`src/rtl/core/wbc_pkg.sv`:
```
// ---------------------------------------------------------------------------
// Whisker baseline calibrator package
// Widths, reset values and types shared by the calibrator modules.
// ---------------------------------------------------------------------------
package wbc_pkg;

   // Window geometry: the calibration mean divides by the window length,
   // so the length is fixed to a power of two.
   localparam int WINDOW_LEN = 8;
   localparam int WIN_LOG2   = 3;
   localparam int FILL_W     = 4;

   // Field and state widths.
   localparam int ENTRY_W = 12;
   localparam int BASE_W  = 12;
   localparam int SUM_W   = 16;
   localparam int CFG_W   = 10;
   localparam int DEFL_W  = 11;

   // Reset values and limits.
   localparam int BASE_RESET = 1000;
   localparam int REST_RESET = 50;
   localparam int BASE_MAX   = 4095;
   localparam int DEFL_MAX   = 2047;
   localparam int OFF_MIN    = -2048;

   typedef logic signed [ENTRY_W-1:0] entry_type;
   typedef logic        [BASE_W-1:0]  base_type;
   typedef logic signed [SUM_W-1:0]   sum_type;
   typedef logic        [CFG_W-1:0]   cfg_type;
   typedef logic        [DEFL_W-1:0]  defl_type;
   typedef logic        [FILL_W-1:0]  fill_type;

   // Per-beat control handed from the top level to each channel.
   typedef struct packed {
      logic    step;
      logic    restart;
      cfg_type resting_point;
   } chan_ctl_type;

endpackage

```
`src/rtl/core/wbc_ifs.sv`:
```
// ---------------------------------------------------------------------------
// Whisker baseline calibrator channel interfaces
// Valid/ready channels for sample beats, deflection beats and the CSR write.
// ---------------------------------------------------------------------------
interface wbc_req_if #(
   parameter int SAMPLE_BITS = 10
);
   logic                   valid;
   logic                   ready;
   logic [SAMPLE_BITS-1:0] sample_right;
   logic [SAMPLE_BITS-1:0] sample_left;
   logic                   restart_calibration;

   modport source (output valid, sample_right, sample_left, restart_calibration,
                   input ready);
   modport sink   (input valid, sample_right, sample_left, restart_calibration,
                   output ready);
endinterface

interface wbc_rsp_if;
   logic                       valid;
   logic                       ready;
   logic [wbc_pkg::DEFL_W-1:0] deflection_right;
   logic [wbc_pkg::DEFL_W-1:0] deflection_left;

   modport source (output valid, deflection_right, deflection_left, input ready);
   modport sink   (input valid, deflection_right, deflection_left, output ready);
endinterface

interface wbc_csr_if;
   logic                      valid;
   logic                      ready;
   logic [wbc_pkg::CFG_W-1:0] resting_point;

   modport source (output valid, resting_point, input ready);
   modport sink   (input valid, resting_point, output ready);
endinterface

```
`src/rtl/core/whisker_baseline_calibrator_core.sv`:
```
// ---------------------------------------------------------------------------
// Whisker baseline calibrator core
// Two whisker channels with self-calibrating baselines and clamped deflection.
// ---------------------------------------------------------------------------
// A result beat is presented in the cycle after its sample beat is accepted.
// One beat per cycle unless stalled; each channel's baseline update closes within
// the cycle of its beat, so the next beat sees the updated baseline.
// A waiting result does not block a new beat when the sink takes it that cycle.
// Reset: synchronous; baselines return to 1000, done marks and window fills
// clear, resting point returns to 50, and the result register empties.
module whisker_baseline_calibrator_core #(
   parameter int SAMPLE_BITS = 10
) (
   input logic clock,
   input logic reset,
   wbc_req_if.sink   req_chan,
   wbc_rsp_if.source rsp_chan,
   wbc_csr_if.sink   csr_chan
);
   import wbc_pkg::*;

   cfg_type      rest_ff, rest_in;
   logic         rsp_valid_ff, rsp_valid_in;
   defl_type     defl_right_ff, defl_right_in;
   defl_type     defl_left_ff, defl_left_in;
   logic         step;
   chan_ctl_type ctl;
   defl_type     defl_right, defl_left;

   // Configuration writes are always taken.
   assign csr_chan.ready = 1'b1;
   assign rest_in = csr_chan.valid ? csr_chan.resting_point : rest_ff;

   // A new beat enters when the result register is empty or being drained.
   assign req_chan.ready = !rsp_valid_ff || rsp_chan.ready;
   assign step           = req_chan.valid && req_chan.ready;

   always_comb begin
      ctl.step          = step;
      ctl.restart       = req_chan.restart_calibration;
      ctl.resting_point = rest_ff;
   end

   // Right and left channels.
   wbc_chan #(.SAMPLE_BITS(SAMPLE_BITS)) u_chan_right (
      .clock      (clock),
      .reset      (reset),
      .ctl        (ctl),
      .sample     (req_chan.sample_right),
      .deflection (defl_right)
   );

   wbc_chan #(.SAMPLE_BITS(SAMPLE_BITS)) u_chan_left (
      .clock      (clock),
      .reset      (reset),
      .ctl        (ctl),
      .sample     (req_chan.sample_left),
      .deflection (defl_left)
   );

   // Result register.
   always_comb begin
      rsp_valid_in  = rsp_valid_ff;
      defl_right_in = defl_right_ff;
      defl_left_in  = defl_left_ff;
      if (step) begin
         rsp_valid_in  = 1'b1;
         defl_right_in = defl_right;
         defl_left_in  = defl_left;
      end else if (rsp_chan.ready) begin
         rsp_valid_in  = 1'b0;
      end
   end

   always_ff @(posedge clock) begin
      if (reset) begin
         rest_ff      <= cfg_type'(REST_RESET);
         rsp_valid_ff <= 1'b0;
      end else begin
         rest_ff      <= rest_in;
         rsp_valid_ff <= rsp_valid_in;
      end
   end

   always_ff @(posedge clock) begin
      defl_right_ff <= defl_right_in;
      defl_left_ff  <= defl_left_in;
   end

   assign rsp_chan.valid            = rsp_valid_ff;
   assign rsp_chan.deflection_right = defl_right_ff;
   assign rsp_chan.deflection_left  = defl_left_ff;

endmodule

```
`src/rtl/core/wbc_cell.sv`:
```
// ---------------------------------------------------------------------------
// Whisker baseline calibrator window cell
// One entry of the offset window; on a push it takes its neighbor's entry.
// ---------------------------------------------------------------------------
module wbc_cell (
   input  logic               clock,
   input  logic               shift,
   input  wbc_pkg::entry_type din,
   output wbc_pkg::entry_type dout
);
   import wbc_pkg::*;

   entry_type entry_ff;
   entry_type entry_in;

   // Hold the entry unless the window is pushed.
   always_comb begin
      entry_in = shift ? din : entry_ff;
   end

   always_ff @(posedge clock) begin
      entry_ff <= entry_in;
   end

   assign dout = entry_ff;

endmodule

```
`src/rtl/core/wbc_chan.sv`:
```
// ---------------------------------------------------------------------------
// Whisker baseline calibrator channel
// Baseline, done mark, running window sum and a row of window cells for one
// whisker; produces the clamped deflection of the current sample.
// ---------------------------------------------------------------------------
module wbc_chan #(
   parameter int SAMPLE_BITS = 10
) (
   input  logic                  clock,
   input  logic                  reset,
   input  wbc_pkg::chan_ctl_type ctl,
   input  logic [SAMPLE_BITS-1:0] sample,
   output wbc_pkg::defl_type     deflection
);
   import wbc_pkg::*;

   localparam int DW = ((SAMPLE_BITS > BASE_W) ? SAMPLE_BITS : BASE_W) + 1;
   localparam logic signed [DW-1:0] OFF_MIN_D  = DW'(OFF_MIN);
   localparam logic signed [DW-1:0] DEFL_MAX_D = DW'(DEFL_MAX);

   base_type  baseline_ff, baseline_in;
   logic      done_ff, done_in;
   fill_type  fill_ff, fill_in;
   sum_type   sum_ff, sum_in;

   base_type  base_eff;
   logic      done_eff;
   logic signed [DW-1:0] diff;
   logic      push;
   entry_type off;
   entry_type cell_q [WINDOW_LEN];
   logic      full;
   sum_type   sum_upd;
   fill_type  fill_upd;
   logic signed [SUM_W:0]   lim_chk;
   logic      too_low;
   logic signed [18:0]      sum_x19;
   logic signed [18:0]      num1;
   logic        [12:0]      q1;
   base_type  base_shrink;
   logic        [BASE_W:0]  base_plus_rest;
   logic signed [17:0]      num2;
   logic        [13:0]      q2;
   base_type  base_settle;

   // Restart takes effect before this beat's sample is processed.
   always_comb begin
      base_eff = ctl.restart ? base_type'(BASE_RESET) : baseline_ff;
      done_eff = ctl.restart ? 1'b0 : done_ff;
   end

   // Offset of the sample against the baseline.
   always_comb begin
      diff = $signed({{(DW-SAMPLE_BITS){1'b0}}, sample})
           - $signed({{(DW-BASE_W){1'b0}}, base_eff});
      push = ctl.step && diff[DW-1] && !done_eff;
      off  = (diff < OFF_MIN_D) ? entry_type'(OFF_MIN) : diff[ENTRY_W-1:0];
   end

   // Deflection: negative offsets read as zero, large ones saturate.
   always_comb begin
      if (diff[DW-1]) begin
         deflection = '0;
      end else if (diff > DEFL_MAX_D) begin
         deflection = defl_type'(DEFL_MAX);
      end else begin
         deflection = diff[DEFL_W-1:0];
      end
   end

   // Row of window cells; the last cell holds the oldest entry.
   for (genvar i = 0; i < WINDOW_LEN; i++) begin : g_cell
      wbc_cell u_cell (
         .clock (clock),
         .shift (push),
         .din   ((i == 0) ? off : cell_q[(i == 0) ? 0 : i-1]),
         .dout  (cell_q[i])
      );
   end

   // Running sum after this push, dropping the oldest entry when full.
   always_comb begin
      full     = (fill_ff == fill_type'(WINDOW_LEN));
      sum_upd  = sum_ff - (full ? sum_type'(cell_q[WINDOW_LEN-1]) : '0) + sum_type'(off);
      fill_upd = full ? fill_ff : fill_ff + fill_type'(1);
   end

   // Mean test: sum below minus resting point times the window length.
   always_comb begin
      lim_chk = $signed({sum_upd[SUM_W-1], sum_upd})
              + $signed({{(SUM_W+1-CFG_W-WIN_LOG2){1'b0}}, ctl.resting_point,
                         {WIN_LOG2{1'b0}}});
      too_low = lim_chk[SUM_W];
   end

   // Shrink update: (4N*baseline + 3*sum) / 4N, a negative quotient saturates to zero.
   always_comb begin
      sum_x19 = 19'(sum_upd);
      num1    = $signed({2'b00, base_eff, 5'b00000}) + sum_x19 + (sum_x19 <<< 1);
      q1      = num1[17:5];
      if (num1[18]) begin
         base_shrink = '0;
      end else if (q1 > 13'(BASE_MAX)) begin
         base_shrink = base_type'(BASE_MAX);
      end else begin
         base_shrink = q1[BASE_W-1:0];
      end
   end

   // Settle update: (N*(baseline + resting point) + sum) / N.
   always_comb begin
      base_plus_rest = {1'b0, base_eff} + {{(BASE_W+1-CFG_W){1'b0}}, ctl.resting_point};
      num2 = $signed({2'b00, base_plus_rest, {WIN_LOG2{1'b0}}}) + 18'(sum_upd);
      q2   = num2[16:3];
      if (num2[17]) begin
         base_settle = '0;
      end else if (q2 > 14'(BASE_MAX)) begin
         base_settle = base_type'(BASE_MAX);
      end else begin
         base_settle = q2[BASE_W-1:0];
      end
   end

   // Next state of the channel.
   always_comb begin
      baseline_in = baseline_ff;
      done_in     = done_ff;
      fill_in     = fill_ff;
      sum_in      = sum_ff;
      if (ctl.step) begin
         baseline_in = base_eff;
         done_in     = done_eff;
      end
      if (push) begin
         fill_in = fill_upd;
         sum_in  = sum_upd;
         if (fill_upd == fill_type'(WINDOW_LEN)) begin
            if (too_low) begin
               baseline_in = base_shrink;
               fill_in     = '0;
               sum_in      = '0;
            end else begin
               baseline_in = base_settle;
               done_in     = 1'b1;
            end
         end
      end
   end

   always_ff @(posedge clock) begin
      if (reset) begin
         baseline_ff <= base_type'(BASE_RESET);
         done_ff     <= 1'b0;
         fill_ff     <= '0;
         sum_ff      <= '0;
      end else begin
         baseline_ff <= baseline_in;
         done_ff     <= done_in;
         fill_ff     <= fill_in;
         sum_ff      <= sum_in;
      end
   end

endmodule

```
`src/flat_wrapper.sv`:
```
// flat-port wrapper written by rule: the top's interface ports become plain ports
module whisker_baseline_calibrator_core_flat import wbc_pkg::*;
#(
   parameter int SAMPLE_BITS = 10
)
  (clock, reset, req_chan_valid, req_chan_sample_right, req_chan_sample_left, req_chan_restart_calibration, req_chan_ready, rsp_chan_valid, rsp_chan_deflection_right, rsp_chan_deflection_left, rsp_chan_ready, csr_chan_valid, csr_chan_resting_point, csr_chan_ready);
  wbc_req_if #(.SAMPLE_BITS(SAMPLE_BITS)) req_chan_i ();
  wbc_rsp_if rsp_chan_i ();
  wbc_csr_if csr_chan_i ();
  input logic clock;
  input logic reset;
  input wire logic [$bits(req_chan_i.valid)-1:0] req_chan_valid;
  input wire logic [$bits(req_chan_i.sample_right)-1:0] req_chan_sample_right;
  input wire logic [$bits(req_chan_i.sample_left)-1:0] req_chan_sample_left;
  input wire logic [$bits(req_chan_i.restart_calibration)-1:0] req_chan_restart_calibration;
  output wire logic [$bits(req_chan_i.ready)-1:0] req_chan_ready;
  output wire logic [$bits(rsp_chan_i.valid)-1:0] rsp_chan_valid;
  output wire logic [$bits(rsp_chan_i.deflection_right)-1:0] rsp_chan_deflection_right;
  output wire logic [$bits(rsp_chan_i.deflection_left)-1:0] rsp_chan_deflection_left;
  input wire logic [$bits(rsp_chan_i.ready)-1:0] rsp_chan_ready;
  input wire logic [$bits(csr_chan_i.valid)-1:0] csr_chan_valid;
  input wire logic [$bits(csr_chan_i.resting_point)-1:0] csr_chan_resting_point;
  output wire logic [$bits(csr_chan_i.ready)-1:0] csr_chan_ready;
  assign req_chan_i.valid = req_chan_valid;
  assign req_chan_i.sample_right = req_chan_sample_right;
  assign req_chan_i.sample_left = req_chan_sample_left;
  assign req_chan_i.restart_calibration = req_chan_restart_calibration;
  assign req_chan_ready = req_chan_i.ready;
  assign rsp_chan_valid = rsp_chan_i.valid;
  assign rsp_chan_deflection_right = rsp_chan_i.deflection_right;
  assign rsp_chan_deflection_left = rsp_chan_i.deflection_left;
  assign rsp_chan_i.ready = rsp_chan_ready;
  assign csr_chan_i.valid = csr_chan_valid;
  assign csr_chan_i.resting_point = csr_chan_resting_point;
  assign csr_chan_ready = csr_chan_i.ready;
  whisker_baseline_calibrator_core #(.SAMPLE_BITS(SAMPLE_BITS)) u_core (.clock(clock), .reset(reset), .req_chan(req_chan_i), .rsp_chan(rsp_chan_i), .csr_chan(csr_chan_i));
endmodule
```
`config.mk`:
```
export PLATFORM = sky130hd
export DESIGN_NAME = whisker_baseline_calibrator_core_flat
export DESIGN_NICKNAME = d
export VERILOG_FILES = /design/src/rtl/core/wbc_pkg.sv /design/src/rtl/core/wbc_ifs.sv /design/src/rtl/core/whisker_baseline_calibrator_core.sv /design/src/rtl/core/wbc_cell.sv /design/src/rtl/core/wbc_chan.sv /design/src/flat_wrapper.sv
export SDC_FILE = /design/constraint.sdc
export NUM_CORES = 1
export LEC_CHECK = 0
export BUFFER_PORTS_ARGS = -buffer_cell sky130_fd_sc_hd__clkbuf_2
export CORE_UTILIZATION = 30
export CTS_CLUSTER_DIAMETER = 40
export CTS_CLUSTER_SIZE = 20
export DETAILED_ROUTE_END_ITERATION = 7
export PLACE_DENSITY = 0.43
export SLEW_MARGIN = 0
export SYNTH_ARGS = -nofsm -noshare
export SYNTH_HDL_FRONTEND = slang
export SYNTH_SLANG_ARGS = --single-unit
```
`constraint.sdc`:
```
create_clock -name clock -period 22.2 [get_ports clock]
set_clock_uncertainty 0.1 [all_clocks]
set_input_delay 1.11 -clock clock [delete_from_list [all_inputs] [get_ports clock]]
set_output_delay 1.11 -clock clock [all_outputs]
set_load 0.03 [all_outputs]
```
==> flow_summary.ini, run 1 <==
[outcome]
status = completed

[clock_network]
cts_buffers = 60
clk_pin_slew_ns = 0.05
cts_resized = 0
cts.path.max_buffers = 3
postCtsSetupBuffers = 0
ctsHoldBuffers = 0
h-tree-depth = 2
clk_latency_ns = 0.63
cts_tree = built
cts.sink_count = 291
cts-root-buf = clkbuf_16

[yosys]
ys_seq_elements = 291
syn-mean-instance-area_um2 = 10.65
ys_warn_count = 0
netlist_area_um2 = 18360
syn_nets = 1966
ys_types = 112
async_flop_share_pct = 0
synth_edf_count = 214
synth_cells = 1724
seq_area_frac_synth_pct = 43.41
synth_flop_cell = edfxtp_1

[routing]
vias_per_cell = 4.931
ant_nets = 0
wl_per_cell_um = 17.44
vias = 13080
wl_mm = 46.26
drc = 0
drt_first_pass_iters = 5
drt_iter0_drc = 720

[timing]
period_share_pct = 47.43
period_minus_slack_ns = 10.53
setup_tns_ns = 0
hold_viol = 0
slew_headroom_pct = 28.27
setup_violations = 0
fmax_mhz = 94.98
rsz0062_at_grt = no
tightestPinTransition_ns = 1.072
slew_violations = 0

[worst_hold_path]
hp-class = register to register
min_from = u_core.u_chan_right.g_cell[0].u_cell.dout[2]

[floorplan]
fp.dieW_um = 249.4
ios = 61
die_area_um2 = 62180
row_count = 90
core_um2 = 60360
die_h_um = 249.4
initial_utilization_pct = 30.41

[placement]
place_inst = 2539
dp.final_hpwl_mm = 34.75
place.gp.congestion = 0.8582
port_buffers = 59
dpl_cell_area_um2 = 19560

[setup_path]
slowest_delay_ns = 0.64
start_kind = input port
cp-startpoint = req_chan_restart_calibration
worstSetupPathType = input port to register
cp_max_fo = 21
critPathSlowestCell = xnor2_1
end_kind = register
r2r-start = u_core.u_chan_right.baseline_ff[0]
cp.arrival_ns = 10.90
crit_required_ns = 22.57

[grt]
antenna_found_initial = 1
grt_usage_pct = 14.98
grt_max_degree = 79
grt_pass1_vias = 12930
grt_pass1_wl_mm = 72.97
overflow = 0

[cells_and_area]
insertedDiodeCount = 0
finalInstanceArea_um2 = 21700
area_delta_synth_final_pct = 18.20
fillCellCount = 6020
drive_above_1_share_pct = 14.12
multiInputGateArea_um2 = 9572
fin_nets = 2061
instances_no_fill = 2652
seq_area_um2 = 7968

[flow_run]
maxCapViolCount = 0
[Yosys cell counts (7+ instances only)]
master    number  area share [%]
xnor2_1       69             3.3
nor2_1       153             3.1
edfxtp_1     214              35
a211oi_1      18            0.74
fa_1          54             5.9
xor2_1        38             1.8
a211o_1        7            0.33
or2_2         16            0.55
dfxtp_1       77             8.4
and3_1         9            0.31
o311ai_0       7            0.33
or3_1         10            0.34
nand2_1       69             1.4
a31oi_1       13            0.44
o211ai_1      13            0.53
nor3_1        37             1.0
o21a_1        25             1.0
nor4_1         7            0.24
a21oi_1      121             3.3
a22oi_1       34             1.4
nor2b_1       19            0.65
a21o_1        50             2.0
and2_1        26            0.89
nand3_1       18            0.49
mux2i_1        9            0.49
nand2b_1      24            0.82
o21ai_0       74             2.0
o21bai_1       9            0.37
a211oi_2       8            0.55
ha_1         152              10
clkbuf_1      23            0.47
inv_1        172             3.5
[registers in the layout, indices dropped and copies added, names as in the netlist]
register,count
u_core.u_chan_right.sum_ff,16
u_core.u_chan_right.g_cell.u_cell.dout,96
u_core.rest_ff,10
u_core.rsp_chan.valid,1
u_core.u_chan_left.fill_ff,4
u_core.u_chan_left.baseline_ff,12
u_core.u_chan_right.fill_ff,4
u_core.rsp_chan.deflection_left,11
u_core.u_chan_right.done_ff,1
u_core.u_chan_left.sum_ff,16
u_core.u_chan_right.baseline_ff,12
u_core.rsp_chan.deflection_right,11
u_core.u_chan_left.g_cell.u_cell.dout,96
u_core.u_chan_left.done_ff,1
[placed cells by master (no fill, tap or decap), types with 60 or more instances in the layout]
cell type,netlist,layout
a21oi_1,121,119
clkbuf_16,0,60
dfxtp_1,77,77
edfxtp_1,214,214
ha_1,152,152
inv_1,172,170
nand2_1,69,69
nor2_1,153,153
o21ai_0,74,73
xnor2_1,69,69
[critical path, delay by kind of cell]
kind | cells | cell delay [ns]
AO/OA/AOI/OAI | 12 | 2.96
AND/OR/NAND/NOR | 11 | 2.84
XOR/XNOR | 3 | 1.01
buffers and inverters | 3 | 1.02
adder cells (fa/ha/maj) | 5 | 1.95
[routing by layer]
layer | up-vias | track usage [%] | share of wire, %
met2 | 281 | 22.25 | 43
met3 | 96 | 2.403 | 4.3
li1 | 6439 | - | -
met4 | 0 | 5.838 | 3.2
met5 | - | 0 | 0
met1 | 6262 | 21.63 | 49
[final cells by class]
| type | count | area share, % |
|---|---|---|
| multi-input cells | 1221 | 44.12 |
| flip-flops and latches | 291 | 36.72 |
| clock buffers | 61 | 6.938 |
| well taps | 782 | 4.510 |
| inverters | 175 | 3.051 |
| clock inverters | 52 | 2.918 |
| repair buffers | 70 | 1.742 |
[cells by family (layout without fill, tap and decap cells)]
family / Yosys count / after routing / share of synthesized area (%)
buffers and inverters: 212 / 358 / 4.485
multiplexers: 11 / 11 / 0.6749
adder cells (fa/ha/maj): 211 / 211 / 16.54
AND/OR/NAND/NOR: 424 / 424 / 11.54
flip-flops: 291 / 291 / 43.41
AO/OA/AOI/OAI: 462 / 462 / 17.75
other: 1 / 1 / 0.02043
XOR/XNOR: 112 / 112 / 5.583
[worst paths after layout]
kind / endpoint / slack [ns] / cells after the start
worst min-delay path: u_core.u_chan_right.g_cell[1].u_cell.dout[2] / 0.29 / 0
worst max-delay path: u_core.u_chan_right.baseline_ff[9] / 11.67 / 34
worst max register to register: u_core.u_chan_right.baseline_ff[9] / 12.96 / 32
worst min register to register: u_core.u_chan_right.g_cell[1].u_cell.dout[2] / 0.29 / 0
[metrics by stage]
stage | util, % | setup WS (ns) | hold slack [ns]
floorplan | - | 13.53 | 0.3003
global route | 35.95 | 11.12 | 0.2893
finish | 35.95 | 11.67 | 0.2901
CTS | 35.95 | 11.81 | 0.2859
global placement | 32.40 | 11.28 | 0.3005
detailed placement | 32.40 | 11.22 | 0.3045
Power of run 1 is left out: the tool's default activity adds up to more than one toggle a clock period on the data nets, which glitch-free logic cannot reach.
==> run 2, diff against run 1 <==
ABC_AREA = 1   (was default)
clock period = 10.3 ns   (was 22.2 ns; I/O delays follow)
==> run 2 against run 1 <==
Net effect:
- via count up 11%
- synthesized cell count up 27%
- final area up 2.3%
- critical path type unchanged
==> flow_summary.ini, run 2 <==
[routing]
ant_nets = 0
drt_iter0_drc = 768
drc = 0
vias_per_cell = 4.588
vias = 14570
drt_first_pass_iters = 5
wl_per_cell_um = 16.99
wl_mm = 53.97

[placement]
port_buffers = 59
place.gp.congestion = 0.8788
dp.final_hpwl_mm = 41.98

[setup_path]
start_kind = input port
cp_max_fo = 17
cp.arrival_ns = 8.92
path_common_cell = nand2_1
reg2regPathDepth = 40
r2r_setup_slack_ns = 1.77
worstSetupPathType = input port to register
crit_required_ns = 10.68
slowest_delay_ns = 0.65
critPathSlowestCell = nor2_1
end_kind = register

[timing]
rsz0062_at_grt = no
finalHoldWorstSlack_ns = 0.04876
hold_viol = 0
setup_tns_ns = 0
period_share_pct = 82.92
tightestPinTransition_ns = 1.206
slew_violations = 0
slew_headroom_pct = 19.59
setup_violations = 0
fmax_mhz = 117.1
period_minus_slack_ns = 8.540

[yosys]
synth_most_common_cell = nand2_1
seq_area_frac_synth_pct = 42.21
synth_edf_count = 214
ys_seq_elements = 291
synth_flop_cell = edfxtp_1
synth_top_area_share_pct = 34.04
syn_nets = 2430
async_flop_share_pct = 0
netlist_area_um2 = 18880
synth_cells = 2188
yosysTopAreaCell = edfxtp_1
syn-mean-instance-area_um2 = 8.627
ys_types = 52
synth_common_cells = nand2_1 (561), inv_1 (360), edfxtp_1 (214), a21oi_1 (153), ha_1 (152)
synthTopCellsByArea = edfxtp_1 (34%), nand2_1 (11%), ha_1 (10%)
ys_warn_count = 0

[clock_network]
cts-root-buf = clkbuf_16
cts.sink_count = 291
clk_latency_ns = 0.62
cts_buffers = 56
clk_pin_slew_ns = 0.05
cts.path.max_buffers = 3
cts_tree = built
h-tree-depth = 2

[worst_hold_path]
hp-class = input port to register
whs_path_depth = 3

[cells_and_area]
area_delta_synth_final_pct = 17.58
insertedDiodeCount = 0
final_common_cell = nand2_1
final_cell_mix = nand2_1 (561), inv_1 (358), edfxtp_1 (214)
fillCellCount = 6478
drive_above_1_share_pct = 9.791
fin_nets = 2533

[grt]
antenna_found_initial = 0
overflow = 0
grt_usage_pct = 17.09
grt_max_degree = 78
grt_pass1_wl_mm = 83.46
grt_pass1_vias = 14430

[outcome]
status = completed

[floorplan]
die_area_um2 = 63930
ios = 61
fp.dieW_um = 252.8
core_um2 = 61940
initial_utilization_pct = 30.47
row_count = 91
die_h_um = 252.8

[flow_run]
maxCapViolCount = 0
run 2: cell count changes after synthesis, moves of 41 or more:
cell	change
a21o_1	-43
inv_1	+188
nand2_1	+492
nand3_1	+108
xnor2_1	-41
run 2: critical path, delay by kind of cell:
family / cells / cell delay [ns]
AND/OR/NAND/NOR: 20 / 3.02
adder cells (fa/ha/maj): 5 / 2.06
buffers and inverters: 7 / 1.16
XOR/XNOR: 3 / 1.07
AO/OA/AOI/OAI: 5 / 1.05
run 2: what timing repair did:
item                                   CTS  global route
endpoints found under the hold margin    8             0
resized for setup                        0             0
hold buffers                             8             0
buffers inserted                         0             0
run 2: cell type report:
| cell class | instances | area, um2 | area share [%] |
|---|---|---|---|
| Tap cell | 837 | 1047 | 4.719 |
| Clock inverter | 47 | 579.3 | 2.610 |
| Sequential cell | 291 | 7968 | 35.90 |
| Multi-Input combinational cell | 1493 | 9325 | 42.02 |
| Inverter | 376 | 1421 | 6.404 |
| Timing Repair Buffer | 73 | 420.4 | 1.894 |
| Clock buffer | 59 | 1433 | 6.455 |
run 2: path summary, 6_finish.rpt:
check                                                               endpoint                                          from
worst max-delay path                      u_core.u_chan_right.baseline_ff[5]                  req_chan_restart_calibration
worst min-delay path                                       u_core.rest_ff[8]                     csr_chan_resting_point[8]
worst max register to register            u_core.u_chan_right.baseline_ff[5]            u_core.u_chan_right.baseline_ff[0]
worst min register to register  u_core.u_chan_right.g_cell[3].u_cell.dout[5]  u_core.u_chan_right.g_cell[2].u_cell.dout[5]
run 2: kinds of logic (layout without fill, tap and decap cells):
group                    after synthesis  in the layout  synth area share [%]
flip-flops                           291            291                 42.21
buffers and inverters                404            555                 8.385
adder cells (fa/ha/maj)              206            206                 15.80
AND/OR/NAND/NOR                      918            918                 20.95
other                                  1              1               0.01987
XOR/XNOR                              98             98                 4.587
AO/OA/AOI/OAI                        270            270                 8.041
run 2: through the flow:
step                      std cells  utilization (%)  setup WS [ns]  instance area, um2
after floorplan                2188                -          3.342               18880
after global placement         3062            32.45         0.9884               20100
after detailed placement       3062            32.45          1.057               20100
after CTS                      3176            35.83          1.710               22190
after global routing           3176            35.83         0.8761               22190
final                          3176            35.83          1.760               22190
run 2: routing by layer:
metal  GRT usage, %  share of wire, %
met5              0                 0
met4          4.156               1.8
met3          3.043               4.7
met2          25.42                42
met1          25.36                52
Power of run 2 is left out for the same reason.
==> run 3, diff against run 2 <==
ABC_AREA = 0   (was 1)
clock period = 8.5 ns   (was 10.3 ns; I/O delays follow)
==> run 3 against run 2 <==
Net effect:
- worst hold slack lost 0.017 ns
- worst setup slack lost 1.3 ns
- global-route usage shrank 1.9 points
- highest routed layer unchanged
==> flow_summary.ini, run 3 (synthesis results as in run 1) <==
[outcome]
status = completed

[grt]
grt_pass1_wl_mm = 74.44
grt_max_degree = 83
antenna_found_initial = 0
grt_pass1_vias = 13470
grt_usage_pct = 15.23
overflow = 0

[timing]
fin_ws_ns = 0.4548
rsz0062_at_grt = no
period_minus_slack_ns = 8.045
slew_headroom_pct = 30.12
hold_viol = 0
setup_violations = 0
tightestPinTransition_ns = 1.048
fmax_mhz = 124.3
period_share_pct = 94.65
slew_violations = 0

[routing]
vias_per_cell = 4.827
drc = 0
wl_mm = 46.98
wl_met3_mm = 1.476
top_layer = met4
drt_first_pass_iters = 5
ant_nets = 0
wl_per_cell_um = 17.08
wl_met2_mm = 20.42
vias = 13280
drt-met1-wl_mm = 24.06
drt_iter0_drc = 689

[setup_path]
slowest_delay_ns = 0.52
end_kind = register
start_kind = register
worstSetupPathType = register to register
cp-startpoint = u_core.u_chan_left.baseline_ff[0]
cp.arrival_ns = 8.46
r2r-start = u_core.u_chan_left.baseline_ff[0]
crit_required_ns = 8.92
critPathSlowestCell = o311ai_0
cp_max_fo = 11

[cells_and_area]
final_cell_mix = edfxtp_1 (214), inv_1 (170), nor2_1 (153)
finalInstanceArea_um2 = 22550
fin_nets = 2159
postLayoutCoreUtil_pct = 37.36
final_common_cell = edfxtp_1
area_delta_synth_final_pct = 22.84
drive_above_1_share_pct = 17.98
fillCellCount = 6031
insertedDiodeCount = 0
multiInputGateArea_um2 = 9584
seq_area_um2 = 7968

[floorplan]
row_count = 90
ios = 61
die_h_um = 249.4
initial_utilization_pct = 30.41
fp.dieW_um = 249.4
die_area_um2 = 62180
core_um2 = 60360

[worst_hold_path]
hp-class = input port to register
min_from = reset

[clock_network]
cts_buffers = 60
cts.path.max_buffers = 3
h-tree-depth = 2
clk_latency_ns = 0.64
cts_tree = built
cts.sink_count = 291
clk_pin_slew_ns = 0.05
cts-root-buf = clkbuf_16

[placement]
dpl_cell_area_um2 = 20180
pre_cts_slack_ns = -0.1344
dp.final_hpwl_mm = 35.71
port_buffers = 59
place.gp.congestion = 0.8561

[flow_run]
maxCapViolCount = 0
-- run 3: worst paths after layout --
path                                                   to  slack, ns  depth (start not counted)
max                     u_core.u_chan_left.baseline_ff[8]       0.45                         35
min                        u_core.u_chan_right.sum_ff[15]       0.03                          2
max reg2reg             u_core.u_chan_left.baseline_ff[8]       0.45                         35
min reg2reg  u_core.u_chan_right.g_cell[6].u_cell.dout[4]       0.30                          0
-- run 3: worst max-delay path: cells and delay by family (launching register included) --
family          cells  cell delay, ns
compound gates     16            3.45
xor+xnor            1            0.13
fa+ha+maj           6            2.08
buf+inv             5            0.67
flops               1            0.32
simple gates        7            1.19
-- run 3: area by class of cell --
type | count | share of cell area (%)
multi-input combinational | 1222 | 42.51
clock inverter | 52 | 3.063
clock buffer | 62 | 6.781
sequential | 291 | 35.34
timing repair buffer | 167 | 5.039
tap | 782 | 4.339
inverter | 175 | 2.935
-- run 3: repair_timing --
item | 4_1_cts | 5_1_grt
resized for setup | 0 | 8
hold buffers | 12 | 0
endpoints found under the setup margin | 0 | 18
endpoints found under the hold margin | 11 | 0
setup buffers | 0 | 1
-- run 3: metrics by stage --
step	hold slack [ns]	instances	TNS (ns)
final	0.03196	2751	0
after global routing	0.02775	2751	0
after CTS	0.007066	2749	0
after detailed placement	0.3045	2623	-0.5909
after global placement	0.3012	2623	-0.2146
after floorplan	0.3003	1724	0
-- run 3: routing by layer --
layer  vias to the layer above  global-route usage, %
li1                       6657                      -
met1                      6372                  22.05
met2                       179                  23.22
met3                        72                  2.309
met4                         0                  4.727
met5                         -                      0
Power of run 3 is left out for the same reason.
